<file path="config.mk">
export PLATFORM = sky130hd
export DESIGN_NAME = irb_fifo
export DESIGN_NICKNAME = d
export VERILOG_FILES = /design/src/hdl/irb_pkg.sv /design/src/hdl/irb_fifo.sv
export SDC_FILE = /design/constraint.sdc
export NUM_CORES = 1
export LEC_CHECK = 0
export BUFFER_PORTS_ARGS = -buffer_cell sky130_fd_sc_hd__buf_2
export CAP_MARGIN = 20
export CORE_ASPECT_RATIO = 0.9
export CORE_MARGIN = 4
export CORE_UTILIZATION = 30
export CTS_CLUSTER_DIAMETER = 30
export DETAILED_ROUTE_END_ITERATION = 8
export PLACE_DENSITY = 0.59
export SLEW_MARGIN = 15
export SYNTH_ARGS = -nofsm -noshare
export SYNTH_HDL_FRONTEND = slang
export SYNTH_SLANG_ARGS = --single-unit
</file>
<file path="constraint.sdc">
create_clock -name i_clk -period 8.65 [get_ports i_clk]
set_input_delay 1.73 -clock i_clk [delete_from_list [all_inputs] [get_ports i_clk]]
set_output_delay 1.73 -clock i_clk [all_outputs]
set_load 0.05 [all_outputs]
</file>
<file path="src/hdl/irb_pkg.sv">
`timescale 1ns / 1ps
package irb_pkg;

    localparam int MAX_WIDTH  = 256;
    localparam int MAX_HEIGHT = 256;
    localparam int FRAC_BITS  = 16;

    localparam logic [1:0] OP_LOAD    = 2'd0;
    localparam logic [1:0] OP_EMIT    = 2'd1;
    localparam logic [1:0] OP_RESTART = 2'd2;

    localparam logic [2:0] REG_SRC_WIDTH  = 3'd0;
    localparam logic [2:0] REG_SRC_HEIGHT = 3'd1;
    localparam logic [2:0] REG_ROW_LENGTH = 3'd2;
    localparam logic [2:0] REG_COS_STEP   = 3'd3;
    localparam logic [2:0] REG_SIN_STEP   = 3'd4;
    localparam logic [2:0] REG_START_X    = 3'd5;
    localparam logic [2:0] REG_START_Y    = 3'd6;

    // One queued job: a store write or a destination pixel.
    typedef struct packed {
        logic        is_load;
        logic [7:0]  col;      // load column or floor(x)
        logic [7:0]  row;      // load row or floor(y)
        logic [23:0] pixel;
        logic [15:0] fx;
        logic [15:0] fy;
        logic        ok;
        logic [11:0] dcol;
        logic [15:0] drow;
        logic        last;
    } t_job;

endpackage

</file>
<file path="src/hdl/irb_fifo.sv">
`timescale 1ns / 1ps
module irb_fifo (
    input  logic          i_clk,
    input  logic          i_rst_n,
    input  logic          i_push,
    input  irb_pkg::t_job i_job,
    output logic          o_full,
    input  logic          i_pop,
    output logic          o_valid,
    output irb_pkg::t_job o_job
);
    irb_pkg::t_job r_mem [2];
    logic          r_wp, r_rp;
    logic [1:0]    r_cnt;

    assign o_full  = (r_cnt == 2'd2);
    assign o_valid = (r_cnt != 2'd0);
    assign o_job   = r_mem[r_rp];

    always_ff @(posedge i_clk) begin
        if (i_push) r_mem[r_wp] <= i_job;
    end

    always_ff @(posedge i_clk) begin
        if (!i_rst_n) begin
            r_wp <= 1'b0; r_rp <= 1'b0; r_cnt <= 2'd0;
        end else begin
            if (i_push) r_wp <= ~r_wp;
            if (i_pop)  r_rp <= ~r_rp;
            r_cnt <= r_cnt + {1'b0, i_push} - {1'b0, i_pop};
        end
    end
endmodule

</file>
==> impl_results.md <==
- Run status: completed
- Final-report max-slew violation count: 0
- Number of DRC violations after detailed-routing iteration 0: 125
- Area share of the largest cell type after synthesis: 0.806
- Antenna diode count: 0
- CP max stage cell: sky130_fd_sc_hd__buf_4
- DR vias/cell: 4.22
- Remaining number of nets flagged by the antenna check after routing: 0
- Power Density: 302 nW/µm²
- Cell area after synthesis: 7670 µm²
- Post-CTS Hold Fix Bufs: 0
- HPWL Detailed: 10200 µm
- Cell taking the most area after synthesis: sky130_fd_sc_hd__edfxtp_1
- Fmax: 0.226 GHz
- Share of flip-flops with an asynchronous set or reset: 0
- Filler cell count in the final layout: 2289
- Fraction of met1 tracks used by global routing: 0.130
- Via count of the first global-routing pass: 4606
- Switch share: 0.246
- Smallest hold slack: 0.586 ns
- Relative slew margins: 0.359
- Pin count of the biggest net entering global routing: 72
- Number of I/O port buffers: 211
- Leakage power: 3.98 nW
- Buffer count from post-CTS setup fixing: 0
- Classification of the worst-slack hold path: flip-flop to flip-flop
- Most congested layer reported by global routing: met2
- Post-Layout Inst Area: 10500 µm²
- Power spent charging and discharging nets: 783 µW
- Share of power burned in combinational logic: 0.122
- Type of element launching the critical path: flip-flop
- Sink count of the clock tree: 211
- Total core area: 25200 µm²
- Reg power frac: 0.379
- Max Buffers Root-to-Sink: 3
- Arrival @ worst endpoint: 2.69 ns
- Initial antenna violation count: 1
- Setup TNS: 0 ns
- Net count after synthesis: 450
- Top post-synthesis cells by count: 206 x sky130_fd_sc_hd__edfxtp_1, 103 x sky130_fd_sc_hd__mux2_2, 7 x sky130_fd_sc_hd__buf_6, 5 x sky130_fd_sc_hd__dfxtp_1
- Reg-to-Reg Start: r_wp$_SDFFE_PN0P_
- Met3 Use GR: 0.0450
- Hold wc startpoint: r_rp$_SDFFE_PN0P_
- Multi-input gate area in the final layout: 1290 µm²
- Residual DRC: 0
- Required time at the worst-slack endpoint: 6.92 ns
- Number of CTS-inserted buffers: 43
- Setup crit end kind: output pin
- Worst vdd rail ir drop: 0.000254 V
- Register bit count reported by yosys: 211
- Die boundary width: 177 µm
- Total global-route track usage: 0.109
- Average wire per standard cell: 16.4 µm
- CTS tree: done
- Clock Tree Root: sky130_fd_sc_hd__clkbuf_16
- Worst Tran Pin Value: 0.961 ns
- # Max-Cap Violations: 0
- Synthesis-to-layout area growth: 37.3%
- Worst Setup Slack post-DPL: 4.72 ns
- Hold violation total from the final report: 0
- H-tree lvl count: 2
- Dominant register cell in the synthesized netlist: sky130_fd_sc_hd__edfxtp_1
- Sum of buffers and inverters on the critical path: 2
- Worst skew pair latency: 0.50 ns
- Register area: 6290 µm²
- Total overflow reported by the global router: 0
- Critical-path maximum fanout: 71
- Cell area after placement: 9100 µm²
- Net count reported at finish: 699
- Count leader, synth: sky130_fd_sc_hd__edfxtp_1
- Synthesized instance count: 341
- Met2 Resource Use GR: 0.179
- Finished Layout Cells: 966
- Clock share of power: 0.500
- Yosys warns: 0
- Total Die Area: 28200 µm²
- Routability congestion estimate from global placement: 0.723
- Crit share post-route: 0.511
- CTS-repair resized insts: 0
- Num ports: 212
- Height of the die: 160 µm
- Leading post-synthesis cells by cell area: sky130_fd_sc_hd__edfxtp_1 81%, sky130_fd_sc_hd__mux2_2 15%, sky130_fd_sc_hd__dfxtp_1 1.3%, sky130_fd_sc_hd__buf_6 1.0%, sky130_fd_sc_hd__and2_1 0.33%
- Final critical-path setup slack: 4.23 ns
- Standard-cell rows: 55
- Cell family with most CP delay: buffers and inverters
- Proportion of layout cells with a drive suffix above 1: 0.617
- Post-Place Cells: 887
- Total vias in the final route: 4074
- Mean area per synthesized cell: 22.5 µm²
- Period minus WS final: 4.42 ns
- Final setup fails: 0
- Internal power summed over all cells: 2.40 mW
- Detailed-router iteration count before antenna repair: 4
- Unrepaired setup endpoints after global routing: false
- Wire length of the first global-routing pass: 24500 µm
- Cells traversed along the worst timing path: buf_4 -> mux2_2 -> buf_2
- Final Skew: 0.00982 ns
- Largest incremental delay on the critical path: 0.82 ns
- Crit path kind: flip-flop to output pin
- Count of flip-flops with a built-in enable after synthesis: 206
- Clock transition at the register clock pins on the worst setup and hold paths after CTS: 0.05 ns
- Starting Density: 0.305
- Netlist cell types: 14
- Post-detailed-routing wire length: 15900 µm
- Part of the Yosys area used for sequential elements: 0.819
## final timing paths
path / endpoint / slack, ns / depth (start not counted)
max: o_job[7] / 4.23 / 3
min: r_rp$_SDFFE_PN0P_ / 0.59 / 2
max reg2reg: r_mem[1][102]$_DFFE_PP_ / 6.47 / 2
min reg2reg: r_rp$_SDFFE_PN0P_ / 0.59 / 2
## registers in the layout (all words and copies together) (netlist names), named ones only
signal  count
r_rp        1
r_wp        1
r_mem     206
r_cnt       2
## power by group through the flow
stage | registers, mW | logic [mW] | clock network, mW
finish | 1.21 | 0.388 | 1.59
global route | 1.21 | 0.408 | 1.70
CTS | 1.21 | 0.393 | 1.63
detailed placement | 1.22 | 0.392 | 0
global placement | 1.22 | 0.387 | 0
floorplan | 1.22 | 0.300 | 0
## metrics by stage
step	total power [mW]	utilization
2_1_floorplan	1.52	-
3_5_place_dp	1.62	0.361
6_report	3.18	0.418
5_1_grt	3.31	0.418
4_1_cts	3.23	0.418
3_3_place_gp	1.61	0.361
## cell families (layout without fill, tap and decap cells)
family | Yosys count | in the layout | synth area share
DFF | 211 | 211 | 0.819
muxes | 103 | 103 | 0.151
buffers and inverters | 13 | 296 | 0.0142
and+or+nand+nor | 9 | 9 | 0.00734
adders and majority gates | 2 | 2 | 0.00326
xor gates and xnor gates | 2 | 2 | 0.00408
AOI/OAI and AO/OA | 1 | 1 | 0.000979
## per-layer routing
| layer | vias to the layer above | routed length [µm] |
|---|---|---|
| li1 | 1875 | - |
| met1 | 1996 | 6430 |
| met2 | 170 | 7650 |
| met3 | 31 | 1490 |
| met4 | 2 | 291 |
| met5 | - | 13 |
## cell usage in the layout, fill, tap and decap left out, drive strengths merged
| master | n |
|---|---|
| xnor3 | 1 |
| buf | 215 |
| nor2b | 4 |
| mux2 | 103 |
| clkbuf | 52 |
| or2 | 1 |
| edfxtp | 206 |
| clkinv | 17 |
| xor2 | 1 |
| bufinv | 6 |
| dfxtp | 5 |
| ha | 2 |
| o21a | 1 |
| clkinvlp | 3 |
| inv | 3 |
| and2 | 4 |
## worst register-to-register path: stages (launching register included)
cell and delay (ns):
sky130_fd_sc_hd__dfxtp_1 0.38, sky130_fd_sc_hd__and2_4 0.63, sky130_fd_sc_hd__buf_4 0.75
## final cells by class
cell class	count	area share
clock buffers	52	0.107
clock inverters	27	0.0290
well taps	342	0.0406
flip-flops and latches	211	0.597
repair buffers	215	0.103
multi-input cells	117	0.122
inverters	2	0.000712
No activity file was read; power rests on OpenSTA's default activity.
