`config.mk`:
```
export PLATFORM = sky130hd
export DESIGN_NAME = irb_front_flat
export DESIGN_NICKNAME = d
export VERILOG_FILES = /design/src/hdl/irb_pkg.sv /design/src/hdl/irb_if.sv /design/src/hdl/irb_front.sv /design/src/flat_wrapper.sv
export SDC_FILE = /design/constraint.sdc
export NUM_CORES = 1
export LEC_CHECK = 0
export BUFFER_PORTS_ARGS = -buffer_cell sky130_fd_sc_hd__clkbuf_2
export CAP_MARGIN = 20
export CELL_PAD_IN_SITES_DETAIL_PLACEMENT = 0
export CELL_PAD_IN_SITES_GLOBAL_PLACEMENT = 1
export CORE_UTILIZATION = 45
export CTS_CLUSTER_SIZE = 40
export DETAILED_ROUTE_END_ITERATION = 12
export PLACE_DENSITY_LB_ADDON = 0.2
export SYNTH_ARGS = -nofsm -noshare
export SYNTH_HDL_FRONTEND = slang
export SYNTH_SLANG_ARGS = --single-unit
```
`constraint.sdc`:
```
create_clock -name i_clk -period 4.1 [get_ports i_clk]
set_clock_uncertainty 0.05 [all_clocks]
set_input_delay 0 -clock i_clk [delete_from_list [all_inputs] [get_ports i_clk]]
set_output_delay 0 -clock i_clk [all_outputs]
set_load 0.05 [all_outputs]
```
`src/hdl/irb_pkg.sv`:
```
`timescale 1ns / 1ps
package irb_pkg;

    localparam int MAX_WIDTH  = 256;
    localparam int MAX_HEIGHT = 256;
    localparam int FRAC_BITS  = 16;

    localparam logic [1:0] OP_LOAD    = 2'd0;
    localparam logic [1:0] OP_EMIT    = 2'd1;
    localparam logic [1:0] OP_RESTART = 2'd2;

    localparam logic [2:0] REG_SRC_WIDTH  = 3'd0;
    localparam logic [2:0] REG_SRC_HEIGHT = 3'd1;
    localparam logic [2:0] REG_ROW_LENGTH = 3'd2;
    localparam logic [2:0] REG_COS_STEP   = 3'd3;
    localparam logic [2:0] REG_SIN_STEP   = 3'd4;
    localparam logic [2:0] REG_START_X    = 3'd5;
    localparam logic [2:0] REG_START_Y    = 3'd6;

    // One queued job: a store write or a destination pixel.
    typedef struct packed {
        logic        is_load;
        logic [7:0]  col;      // load column or floor(x)
        logic [7:0]  row;      // load row or floor(y)
        logic [23:0] pixel;
        logic [15:0] fx;
        logic [15:0] fy;
        logic        ok;
        logic [11:0] dcol;
        logic [15:0] drow;
        logic        last;
    } t_job;

endpackage

```
`src/hdl/irb_if.sv`:
```
`timescale 1ns / 1ps
interface irb_in_if;
    logic        valid;
    logic        ready;
    logic [1:0]  opcode;
    logic [7:0]  load_col;
    logic [7:0]  load_row;
    logic [23:0] load_pixel;
    modport source (output valid, opcode, load_col, load_row, load_pixel, input ready);
    modport sink   (input valid, opcode, load_col, load_row, load_pixel, output ready);
endinterface


```
`src/hdl/irb_front.sv`:
```
`timescale 1ns / 1ps
module irb_front (
    input  logic              i_clk,
    input  logic              i_rst_n,
    input  logic              i_cfg_we,
    input  logic [2:0]        i_cfg_idx,
    input  logic [31:0]       i_cfg_data,
    irb_in_if.sink            s_in,
    input  logic              i_full,
    output logic              o_push,
    output irb_pkg::t_job     o_job
);
    logic [8:0]  r_src_w, r_src_h;
    logic [12:0] r_row_len;
    logic [31:0] r_cos, r_sin, r_start_x, r_start_y;
    logic [31:0] r_row_x, r_row_y, r_pix_x, r_pix_y;
    logic [11:0] r_col;
    logic [15:0] r_row;

    logic        accept, last, ok;
    logic [8:0]  w, h;
    logic [12:0] len;
    logic [15:0] ix, iy;

    assign s_in.ready = !i_full;
    assign accept     = s_in.valid && !i_full;

    always_comb begin
        w   = (r_src_w > 9'd256) ? 9'd256 : r_src_w;
        h   = (r_src_h > 9'd256) ? 9'd256 : r_src_h;
        len = (r_row_len == 13'd0) ? 13'd1 : ((r_row_len > 13'd4096) ? 13'd4096 : r_row_len);
        last = ({1'b0, r_col} + 13'd1) >= len;
        ix = r_pix_x[31:16];
        iy = r_pix_y[31:16];
        ok = !r_pix_x[31] && !r_pix_y[31] && (w >= 9'd2) && (h >= 9'd2)
             && (ix < {7'd0, w - 9'd1}) && (iy < {7'd0, h - 9'd1});
    end

    always_comb begin
        o_job.is_load = (s_in.opcode == irb_pkg::OP_LOAD);
        o_job.col     = o_job.is_load ? s_in.load_col : ix[7:0];
        o_job.row     = o_job.is_load ? s_in.load_row : iy[7:0];
        o_job.pixel   = s_in.load_pixel;
        o_job.fx      = r_pix_x[15:0];
        o_job.fy      = r_pix_y[15:0];
        o_job.ok      = ok;
        o_job.dcol    = r_col;
        o_job.drow    = r_row;
        o_job.last    = last;
        o_push = accept && (s_in.opcode == irb_pkg::OP_LOAD
                            || s_in.opcode == irb_pkg::OP_EMIT);
    end

    always_ff @(posedge i_clk) begin
        if (!i_rst_n) begin
            r_src_w <= 9'd256;  r_src_h <= 9'd256;  r_row_len <= 13'd256;
            r_cos <= 32'd65536; r_sin <= 32'd0;
            r_start_x <= 32'd0; r_start_y <= 32'd0;
            r_row_x <= 32'd0; r_row_y <= 32'd0; r_pix_x <= 32'd0; r_pix_y <= 32'd0;
            r_col <= 12'd0; r_row <= 16'd0;
        end else begin
            if (i_cfg_we) begin
                unique case (i_cfg_idx)
                    irb_pkg::REG_SRC_WIDTH:  r_src_w   <= i_cfg_data[8:0];
                    irb_pkg::REG_SRC_HEIGHT: r_src_h   <= i_cfg_data[8:0];
                    irb_pkg::REG_ROW_LENGTH: r_row_len <= i_cfg_data[12:0];
                    irb_pkg::REG_COS_STEP:   r_cos <= {{14{i_cfg_data[17]}}, i_cfg_data[17:0]};
                    irb_pkg::REG_SIN_STEP:   r_sin <= {{14{i_cfg_data[17]}}, i_cfg_data[17:0]};
                    irb_pkg::REG_START_X:    r_start_x <= i_cfg_data;
                    irb_pkg::REG_START_Y:    r_start_y <= i_cfg_data;
                    default: ;
                endcase
            end
            if (accept && s_in.opcode == irb_pkg::OP_RESTART) begin
                r_row_x <= r_start_x; r_pix_x <= r_start_x;
                r_row_y <= r_start_y; r_pix_y <= r_start_y;
                r_col <= 12'd0; r_row <= 16'd0;
            end else if (accept && s_in.opcode == irb_pkg::OP_EMIT) begin
                if (last) begin
                    r_row_x <= r_row_x - r_sin; r_pix_x <= r_row_x - r_sin;
                    r_row_y <= r_row_y + r_cos; r_pix_y <= r_row_y + r_cos;
                    r_col <= 12'd0;
                    r_row <= r_row + 16'd1;
                end else begin
                    r_pix_x <= r_pix_x + r_cos;
                    r_pix_y <= r_pix_y + r_sin;
                    r_col <= r_col + 12'd1;
                end
            end
        end
    end
endmodule

```
`src/flat_wrapper.sv`:
```
// flat-port wrapper written by rule: the top's interface ports become plain ports
module irb_front_flat 
  (i_clk, i_rst_n, i_cfg_we, i_cfg_idx, i_cfg_data, i_full, o_push, o_job, s_in_valid, s_in_opcode, s_in_load_col, s_in_load_row, s_in_load_pixel, s_in_ready);
  irb_in_if s_in_i ();
  input  logic i_clk;
  input  logic i_rst_n;
  input  logic i_cfg_we;
  input  logic [2:0] i_cfg_idx;
  input  logic [31:0] i_cfg_data;
  input  logic i_full;
  output logic o_push;
  output irb_pkg::t_job o_job;
  input wire logic [$bits(s_in_i.valid)-1:0] s_in_valid;
  input wire logic [$bits(s_in_i.opcode)-1:0] s_in_opcode;
  input wire logic [$bits(s_in_i.load_col)-1:0] s_in_load_col;
  input wire logic [$bits(s_in_i.load_row)-1:0] s_in_load_row;
  input wire logic [$bits(s_in_i.load_pixel)-1:0] s_in_load_pixel;
  output wire logic [$bits(s_in_i.ready)-1:0] s_in_ready;
  assign s_in_i.valid = s_in_valid;
  assign s_in_i.opcode = s_in_opcode;
  assign s_in_i.load_col = s_in_load_col;
  assign s_in_i.load_row = s_in_load_row;
  assign s_in_i.load_pixel = s_in_load_pixel;
  assign s_in_ready = s_in_i.ready;
  irb_front u_core (.i_clk(i_clk), .i_rst_n(i_rst_n), .i_cfg_we(i_cfg_we), .i_cfg_idx(i_cfg_idx), .i_cfg_data(i_cfg_data), .s_in(s_in_i), .i_full(i_full), .o_push(o_push), .o_job(o_job));
endmodule
```
==> flow_metrics.tcl, run 1 <==
set metrics [dict create \
    use_met3 0.0572 \
    min_path_cells 4 \
    cp.depth 17 \
    period_share 0.940 \
    min_path_type "in2reg" \
    register_area_um2 5750 \
    yosysUniqueCellTypes 86 \
    place.gp.congestion 0.959 \
    postSynthCellCount 2463 \
    power_mw 7.05 \
    syn-cell-area_um2 19000 \
    crit_family "simple AND/OR/NAND/NOR gates" \
    syn2layout_area_growth_pct 15.3 \
    port_buffers 138 \
    synthMuxAreaShare 0.0140 \
    grt_pass1_vias 17400 \
    rrSetupSlack_ns 0.25 \
    p_leak_nw 9.18 \
    place_ws_ns 0.118 \
    dieHeight_um 207 \
    grt_use_met2 0.439 \
    critPathBufInv 2 \
    synth_top_family_by_area "compound AO/OA/AOI/OAI gates" \
    setup_slack_ns 0.245 \
    cts-root-buf "clkbuf_16" \
    synthArstFlopShare 0 \
    ys_ff_latch 287 \
    synth_edf_count 0 \
    yosys_most_used_dff "dfxtp_1" \
    rsz0062_at_grt "false" \
    grt_use_total 0.295 \
    drt_iter0_markers 1505 \
    endpoint_kind "flop" \
    required_ns 4.52 \
    rows 74 \
    post_drt_via_cell_ratio 5.85 \
    min_from "i_full" \
    status "finished with violations" \
    hold_slack_ns -0.00955 \
    cts.clk_slew.worst_paths_ns 0.05 \
    slowest_delay_ns 0.46 \
    rr_endpoint "u_core.r_row_x[27]" \
    antenna_found_initial 0 \
    clockBufferDepth 3 \
    dieArea_um2 43000 \
    htreeDepth 2 \
    drc 0 \
    crit_arrival_ns 4.27 \
    vias 18400 \
    clock_latency_ns 0.58 \
    fill_cells 3957 \
    diodes 0 \
    setup_viol 0 \
    pin_count 187 \
    coreArea_um2 41200 \
    slew_headroom 0.323 \
    grt-busiest-layer "met2" \
    slowest_stage "nor2_4" \
    crit_type "reg2reg" \
    crit_chain "ha_1 > and3_1 > and3_4 > and3_2 > nand3_1 > xnor2_2 > ha_1 > a21o_1 > a21oi_1 > and3_1 > a221o_1 > a21oi_4 > buf_12 > nor2_4 > buf_4 > a22oi_1 > a21oi_1" \
    cp-start-kind "flop" \
    die_w_um 207 \
    routed_wl_mm 64.6 \
    grt_start_max_net_pins 147 \
    hold_viol_final 3 \
    final_cell_mix "nand2_1, a21oi_1, dfxtp_1" \
    synth_fa_ha_area_frac 0.109 \
    synthXorXnorAreaFrac 0.0637 \
    drive_gt1_frac 0.123 \
    hpwl_mm 47.2 \
    cts_tree "built" \
    first_pass_iters 5 \
    synth_nets 2708 \
    fin_crit_ns 3.85 \
    layout_commonest_cell "nand2_1" \
    max_cap_violations 0 \
    tightestPinTransition_ns 1.01 \
    final_antenna_net_count 0 \
    reg2reg_from "u_core.r_col[0]" \
    wl_per_cell_um 20.6 \
    grt_overflow 0 \
    path_max_fanout 14 \
    final_nets 2824 \
    ys_warn_count 0 \
    ff2ff_path_depth 17 \
    grt.met1_usage 0.431 \
    cts_made_buffers 37 \
    grt_pass1_wl_mm 99.1 \
    power_density_nw_per_um2 322 \
    multiInputGateArea_um2 12200 \
    failed_checks "hold timing" \
    synth_compound_area_frac 0.256 \
    syn_area_per_cell_um2 7.70 \
    final_max_slew_viol_count 0 \
    peakVddDrop_uv 240 \
    worstHoldEndpoint "u_core.r_row[2]" \
    fmax_ghz 0.259 \
    synthSimpleGateAreaFrac 0.195 \
    cts_sinks 287 \
    ys_seq_area_frac 0.303 \
    start_util 0.460 \
    tns_ns 0 \
]
stage by stage:
step | util | area [um^2] | cells
final | 0.531 | 21900 | 3138
after global routing | 0.531 | 21900 | 3138
after CTS | 0.529 | 21800 | 3135
after detailed placement | 0.484 | 19900 | 3007
after global placement | 0.484 | 19900 | 3007
after floorplan | - | 19000 | 2463
flip-flops by register name (all words and copies together) (netlist names):
signal,count
u_core.r_row_len,13
u_core.r_row,16
u_core.r_pix_x,32
u_core.r_row_y,32
u_core.r_col,12
u_core.r_pix_y,32
u_core.r_start_y,32
u_core.r_src_w,9
u_core.r_cos,18
u_core.r_start_x,32
u_core.r_sin,18
u_core.r_src_h,9
u_core.r_row_x,32
worst reg2reg max path, cell delays in order, from the launching register on:
cell and delay (ns):
dfxtp_2 0.32, ha_1 0.15, and3_1 0.19, and3_4 0.21
and3_2 0.23, nand3_1 0.13, xnor2_2 0.18, ha_1 0.32
a21o_1 0.16, a21oi_1 0.17, and3_1 0.17, a221o_1 0.21
a21oi_4 0.12, buf_12 0.18, nor2_4 0.48, buf_4 0.25
a22oi_1 0.07, a21oi_1 0.17
where the power goes:
group	internal [mW]	leakage, nW	switching (mW)
clock	2.00	0.617	1.36
combinational	0.283	6.25	0.541
sequential	2.83	2.32	0.0413
total	5.11	9.18	1.94
cell usage after synthesis (all sizes together), types with 7 or more instances:
| library cell | count | area [um^2] |
|---|---|---|
| a21o | 46 | 345 |
| o31ai | 7 | 71.3 |
| nand2 | 468 | 1760 |
| inv | 65 | 244 |
| ha | 159 | 1990 |
| a21boi | 9 | 67.6 |
| o21bai | 12 | 90.1 |
| a221oi | 20 | 205 |
| o21ai | 88 | 444 |
| a31oi | 27 | 184 |
| nand4 | 22 | 168 |
| o21a | 24 | 180 |
| nor3b | 7 | 52.6 |
| xnor2 | 78 | 683 |
| buf | 73 | 505 |
| nand3 | 50 | 250 |
| a211oi | 24 | 200 |
| a22oi | 69 | 523 |
| mux2 | 21 | 236 |
| clkbuf | 101 | 379 |
| a21oi | 363 | 1830 |
| nor2 | 154 | 586 |
| and3 | 25 | 156 |
| nor3 | 27 | 135 |
| a22o | 9 | 78.8 |
| and2 | 8 | 50.1 |
| nor2b | 24 | 150 |
| dfxtp | 287 | 5750 |
| nand3b | 9 | 67.6 |
| nand2b | 24 | 158 |
| xor2 | 60 | 526 |
| o211ai | 19 | 148 |
area by class of cell:
type                       instances  area share
clock buffer                      53      0.0501
clock inverter                    13     0.00675
inverter                          65      0.0115
multi-input combinational       1938       0.557
sequential                       287       0.263
tap                              532      0.0304
timing repair buffer             250      0.0819
cell families after synthesis:
group	Yosys count
buffers and inverters	239
XOR/XNOR	138
AND/OR/NAND/NOR	841
AO/OA/AOI/OAI	771
adder cells (fa/ha/maj)	163
flip-flops	287
multiplexers	24
worst max path at each step:
stage	from	slack, ns	end
final	u_core.r_col[0]	0.25	u_core.r_row_x[27]
after global routing	u_core.r_col[0]	0.003	u_core.r_pix_y[7]
after CTS	u_core.r_src_w[3]	0.01	o_job[29]
after detailed placement	u_core.r_col[0]	0.12	u_core.r_pix_x[31]
after global placement	u_core.r_col[0]	0.15	u_core.r_pix_x[31]
after floorplan	u_core.r_col[0]	0.09	u_core.r_pix_y[17]
repair_timing:
action,4_1_cts,5_1_grt
hold endpoints to repair,160,0
hold buffers,62,0
gates resized for setup,0,16
setup buffers,0,0
setup endpoints to repair,0,114
metal layers:
| metal | vias to the layer above | part of all wire |
|---|---|---|
| met5 | - | 0 |
| met3 | 73 | 0.081 |
| met1 | 8704 | 0.48 |
| li1 | 8957 | - |
| met2 | 636 | 0.42 |
| met4 | 0 | 0.018 |
(Power assumes the default switching activity.)
==> inputs of run 2 (changes only) <==
Settings changed: ABC_AREA set to 1, CORE_UTILIZATION 45 to 43.
==> run 2 against run 1 <==
The flow now finishes without violations; setup slack got worse by 0.023 ns; register-to-register slack gained 0.10 ns; design area up 18%; core utilization decreased by 4.2 points; synthesized area increased by 21%; clock-buffer cell count up 1; sequential share of layout area decreased by 3.9 points; cell count is 52% higher; clock power down 6.5%; critical path type is now reg2out; largest cell class unchanged.
==> flow_metrics.tcl, run 2 <==
set metrics [dict create \
    drc 0 \
    synthArstFlopShare 0 \
    place_ws_ns 0.334 \
    coreArea_um2 52700 \
    grt_start_max_net_pins 112 \
    min_path_type "in2reg" \
    tightestPinTransition_ns 1.09 \
    synth.area.top_cells "dfxtp_1, nand2_1, inv_1, ha_1, nor2_1" \
    synth_most_common_cell "nand2_1" \
    placed_area_um2 23900 \
    vias 24000 \
    syn2layout_area_growth_pct 11.9 \
    syn_area_per_cell_um2 5.85 \
    synth_edf_count 0 \
    syn-cell-area_um2 23000 \
    htreeDepth 2 \
    dieArea_um2 54400 \
    clockBufferDepth 3 \
    synth_largest_area_cell "dfxtp_1" \
    clkPwrFrac 0.430 \
    cts_sinks 287 \
    synth_nets 4179 \
    final_cell_mix "nand2_1, inv_1, nor2_1" \
    path_max_fanout 7 \
    place.gp.congestion 0.974 \
    hpwl_mm 65.3 \
    synthTopCellsByCount "nand2_1, inv_1, nor2_1" \
    cts.clk_slew.worst_paths_ns 0.05 \
    yosysUniqueCellTypes 50 \
    intPower_mw 5.07 \
    layout_commonest_cell "nand2_1" \
    switchingPower_mw 2.23 \
    grt_use_total 0.308 \
    drive_gt1_frac 0.0653 \
    final_antenna_net_count 0 \
    setup_slack_ns 0.222 \
    post_drt_via_cell_ratio 5.04 \
    fmax_ghz 0.258 \
    finalInstanceArea_um2 25700 \
    cts_made_buffers 35 \
    p_sw_frac 0.306 \
    peakVddDrop_uv 280 \
    p_comb_frac 0.172 \
    grt_use_met2 0.487 \
    cts-root-buf "clkbuf_16" \
    seqPwrFrac 0.398 \
    drt_iter0_markers 1646 \
    pin_count 187 \
    fin_crit_ns 3.88 \
    fill_cells 5756 \
    setup_viol 0 \
    ys_seq_area_frac 0.250 \
    fin_util 0.489 \
    power_mw 7.30 \
    dieHeight_um 233 \
    grt-busiest-layer "met2" \
    port_buffers 138 \
    status "finished clean" \
    endpoint_kind "output port" \
    synth_top_area_frac 0.250 \
    postSynthCellCount 3934 \
    grt_pass1_wl_mm 128 \
    antenna_found_initial 2 \
    power_density_nw_per_um2 284 \
    cp-start-kind "flop" \
    p_leak_nw 13.8 \
    wl_per_cell_um 17.5 \
    rsz0062_at_grt "false" \
    final_max_slew_viol_count 0 \
    crit_type "reg2out" \
    rows 84 \
    period_share 0.946 \
    clock_latency_ns 0.57 \
    required_ns 4.05 \
    ys_warn_count 0 \
    ys_ff_latch 287 \
    grt.met1_usage 0.413 \
    yosys_most_used_dff "dfxtp_1" \
    grt_pass1_vias 22600 \
    hold_viol_final 0 \
    rrSetupSlack_ns 0.35 \
    cts_tree "built" \
    die_w_um 233 \
    tns_ns 0 \
    grt_overflow 0 \
    final_nets 4294 \
    use_met3 0.0372 \
    routed_wl_mm 83.5 \
    start_util 0.437 \
    crit_arrival_ns 3.83 \
    slew_headroom 0.272 \
    max_cap_violations 0 \
    first_pass_iters 5 \
]
run 2: critical path: stages, from the launching register on:
cell     delay, ns
dfxtp_2       0.35
nor2_1        0.15
nand3_1       0.12
o21ai_2       0.23
nand2_1       0.14
ha_1          0.24
nand3_1       0.16
o31ai_1       0.12
ha_2          0.24
nor4_1        0.25
buf_4         0.20
nand3_1       0.12
a31oi_1       0.20
buf_4         0.17
nand3_1       0.19
a21oi_2       0.22
buf_6         0.18
run 2: final timing paths:
check,start,to,depth (start not counted)
max reg2reg,u_core.r_col[0],u_core.r_pix_x[20],18
min reg2reg,u_core.r_src_h[0],u_core.r_src_h[0],2
max,u_core.r_src_w[5],o_job[29],16
min,i_cfg_we,u_core.r_src_w[8],6
run 2: per-stage QoR:
stage | hold slack [ns] | std cells
3_3_place_gp | -0.0497 | 4634
6_report | 0.0320 | 4762
2_1_floorplan | 0.0454 | 3934
4_1_cts | 0.00339 | 4758
3_5_place_dp | -0.0497 | 4634
5_1_grt | 0.0290 | 4760
run 2: layout make-up:
cell class | instances | area (um^2) | area share
clock inverters | 6 | 45.0 | 0.00175
well taps | 688 | 861 | 0.0335
clock buffers | 54 | 1100 | 0.0427
multi-input cells | 2821 | 13800 | 0.537
inverters | 671 | 2530 | 0.0984
flip-flops and latches | 287 | 5750 | 0.223
diodes | 2 | 5.00 | 0.000194
repair buffers | 233 | 1620 | 0.0629
run 2: routing by layer:
metal,wire length [um],part of all wire
met1,38200,0.46
met2,36300,0.43
met3,5220,0.063
met4,3830,0.046
met5,13,0.00016
run 2: power groups by stage:
stage	clock (mW)	sequential (mW)	combinational [mW]
2_1_floorplan	0	2.94	0.845
6_report	3.14	2.91	1.25
5_1_grt	3.29	2.91	1.38
3_5_place_dp	0	2.96	1.13
4_1_cts	3.19	2.90	1.23
3_3_place_gp	0	2.96	1.14
run 2: cells by family (layout without fill, tap and decap cells):
logic type | count (synthesis) | in the layout | share of synthesized area
XOR/XNOR | 82 | 82 | 0.0312
adder cells (fa/ha/maj) | 163 | 163 | 0.0900
buffers and inverters | 826 | 964 | 0.150
other | 0 | 2 | 0
AND/OR/NAND/NOR | 2088 | 2088 | 0.365
AO/OA/AOI/OAI | 488 | 488 | 0.114
flip-flops | 287 | 287 | 0.250
run 2: timing repair:
item                                    CTS  global route
endpoints found under the setup margin    0             6
setup buffers                             0             1
endpoints found under the hold margin   149             0
gates resized for setup                   0            11
hold buffers                             64             0
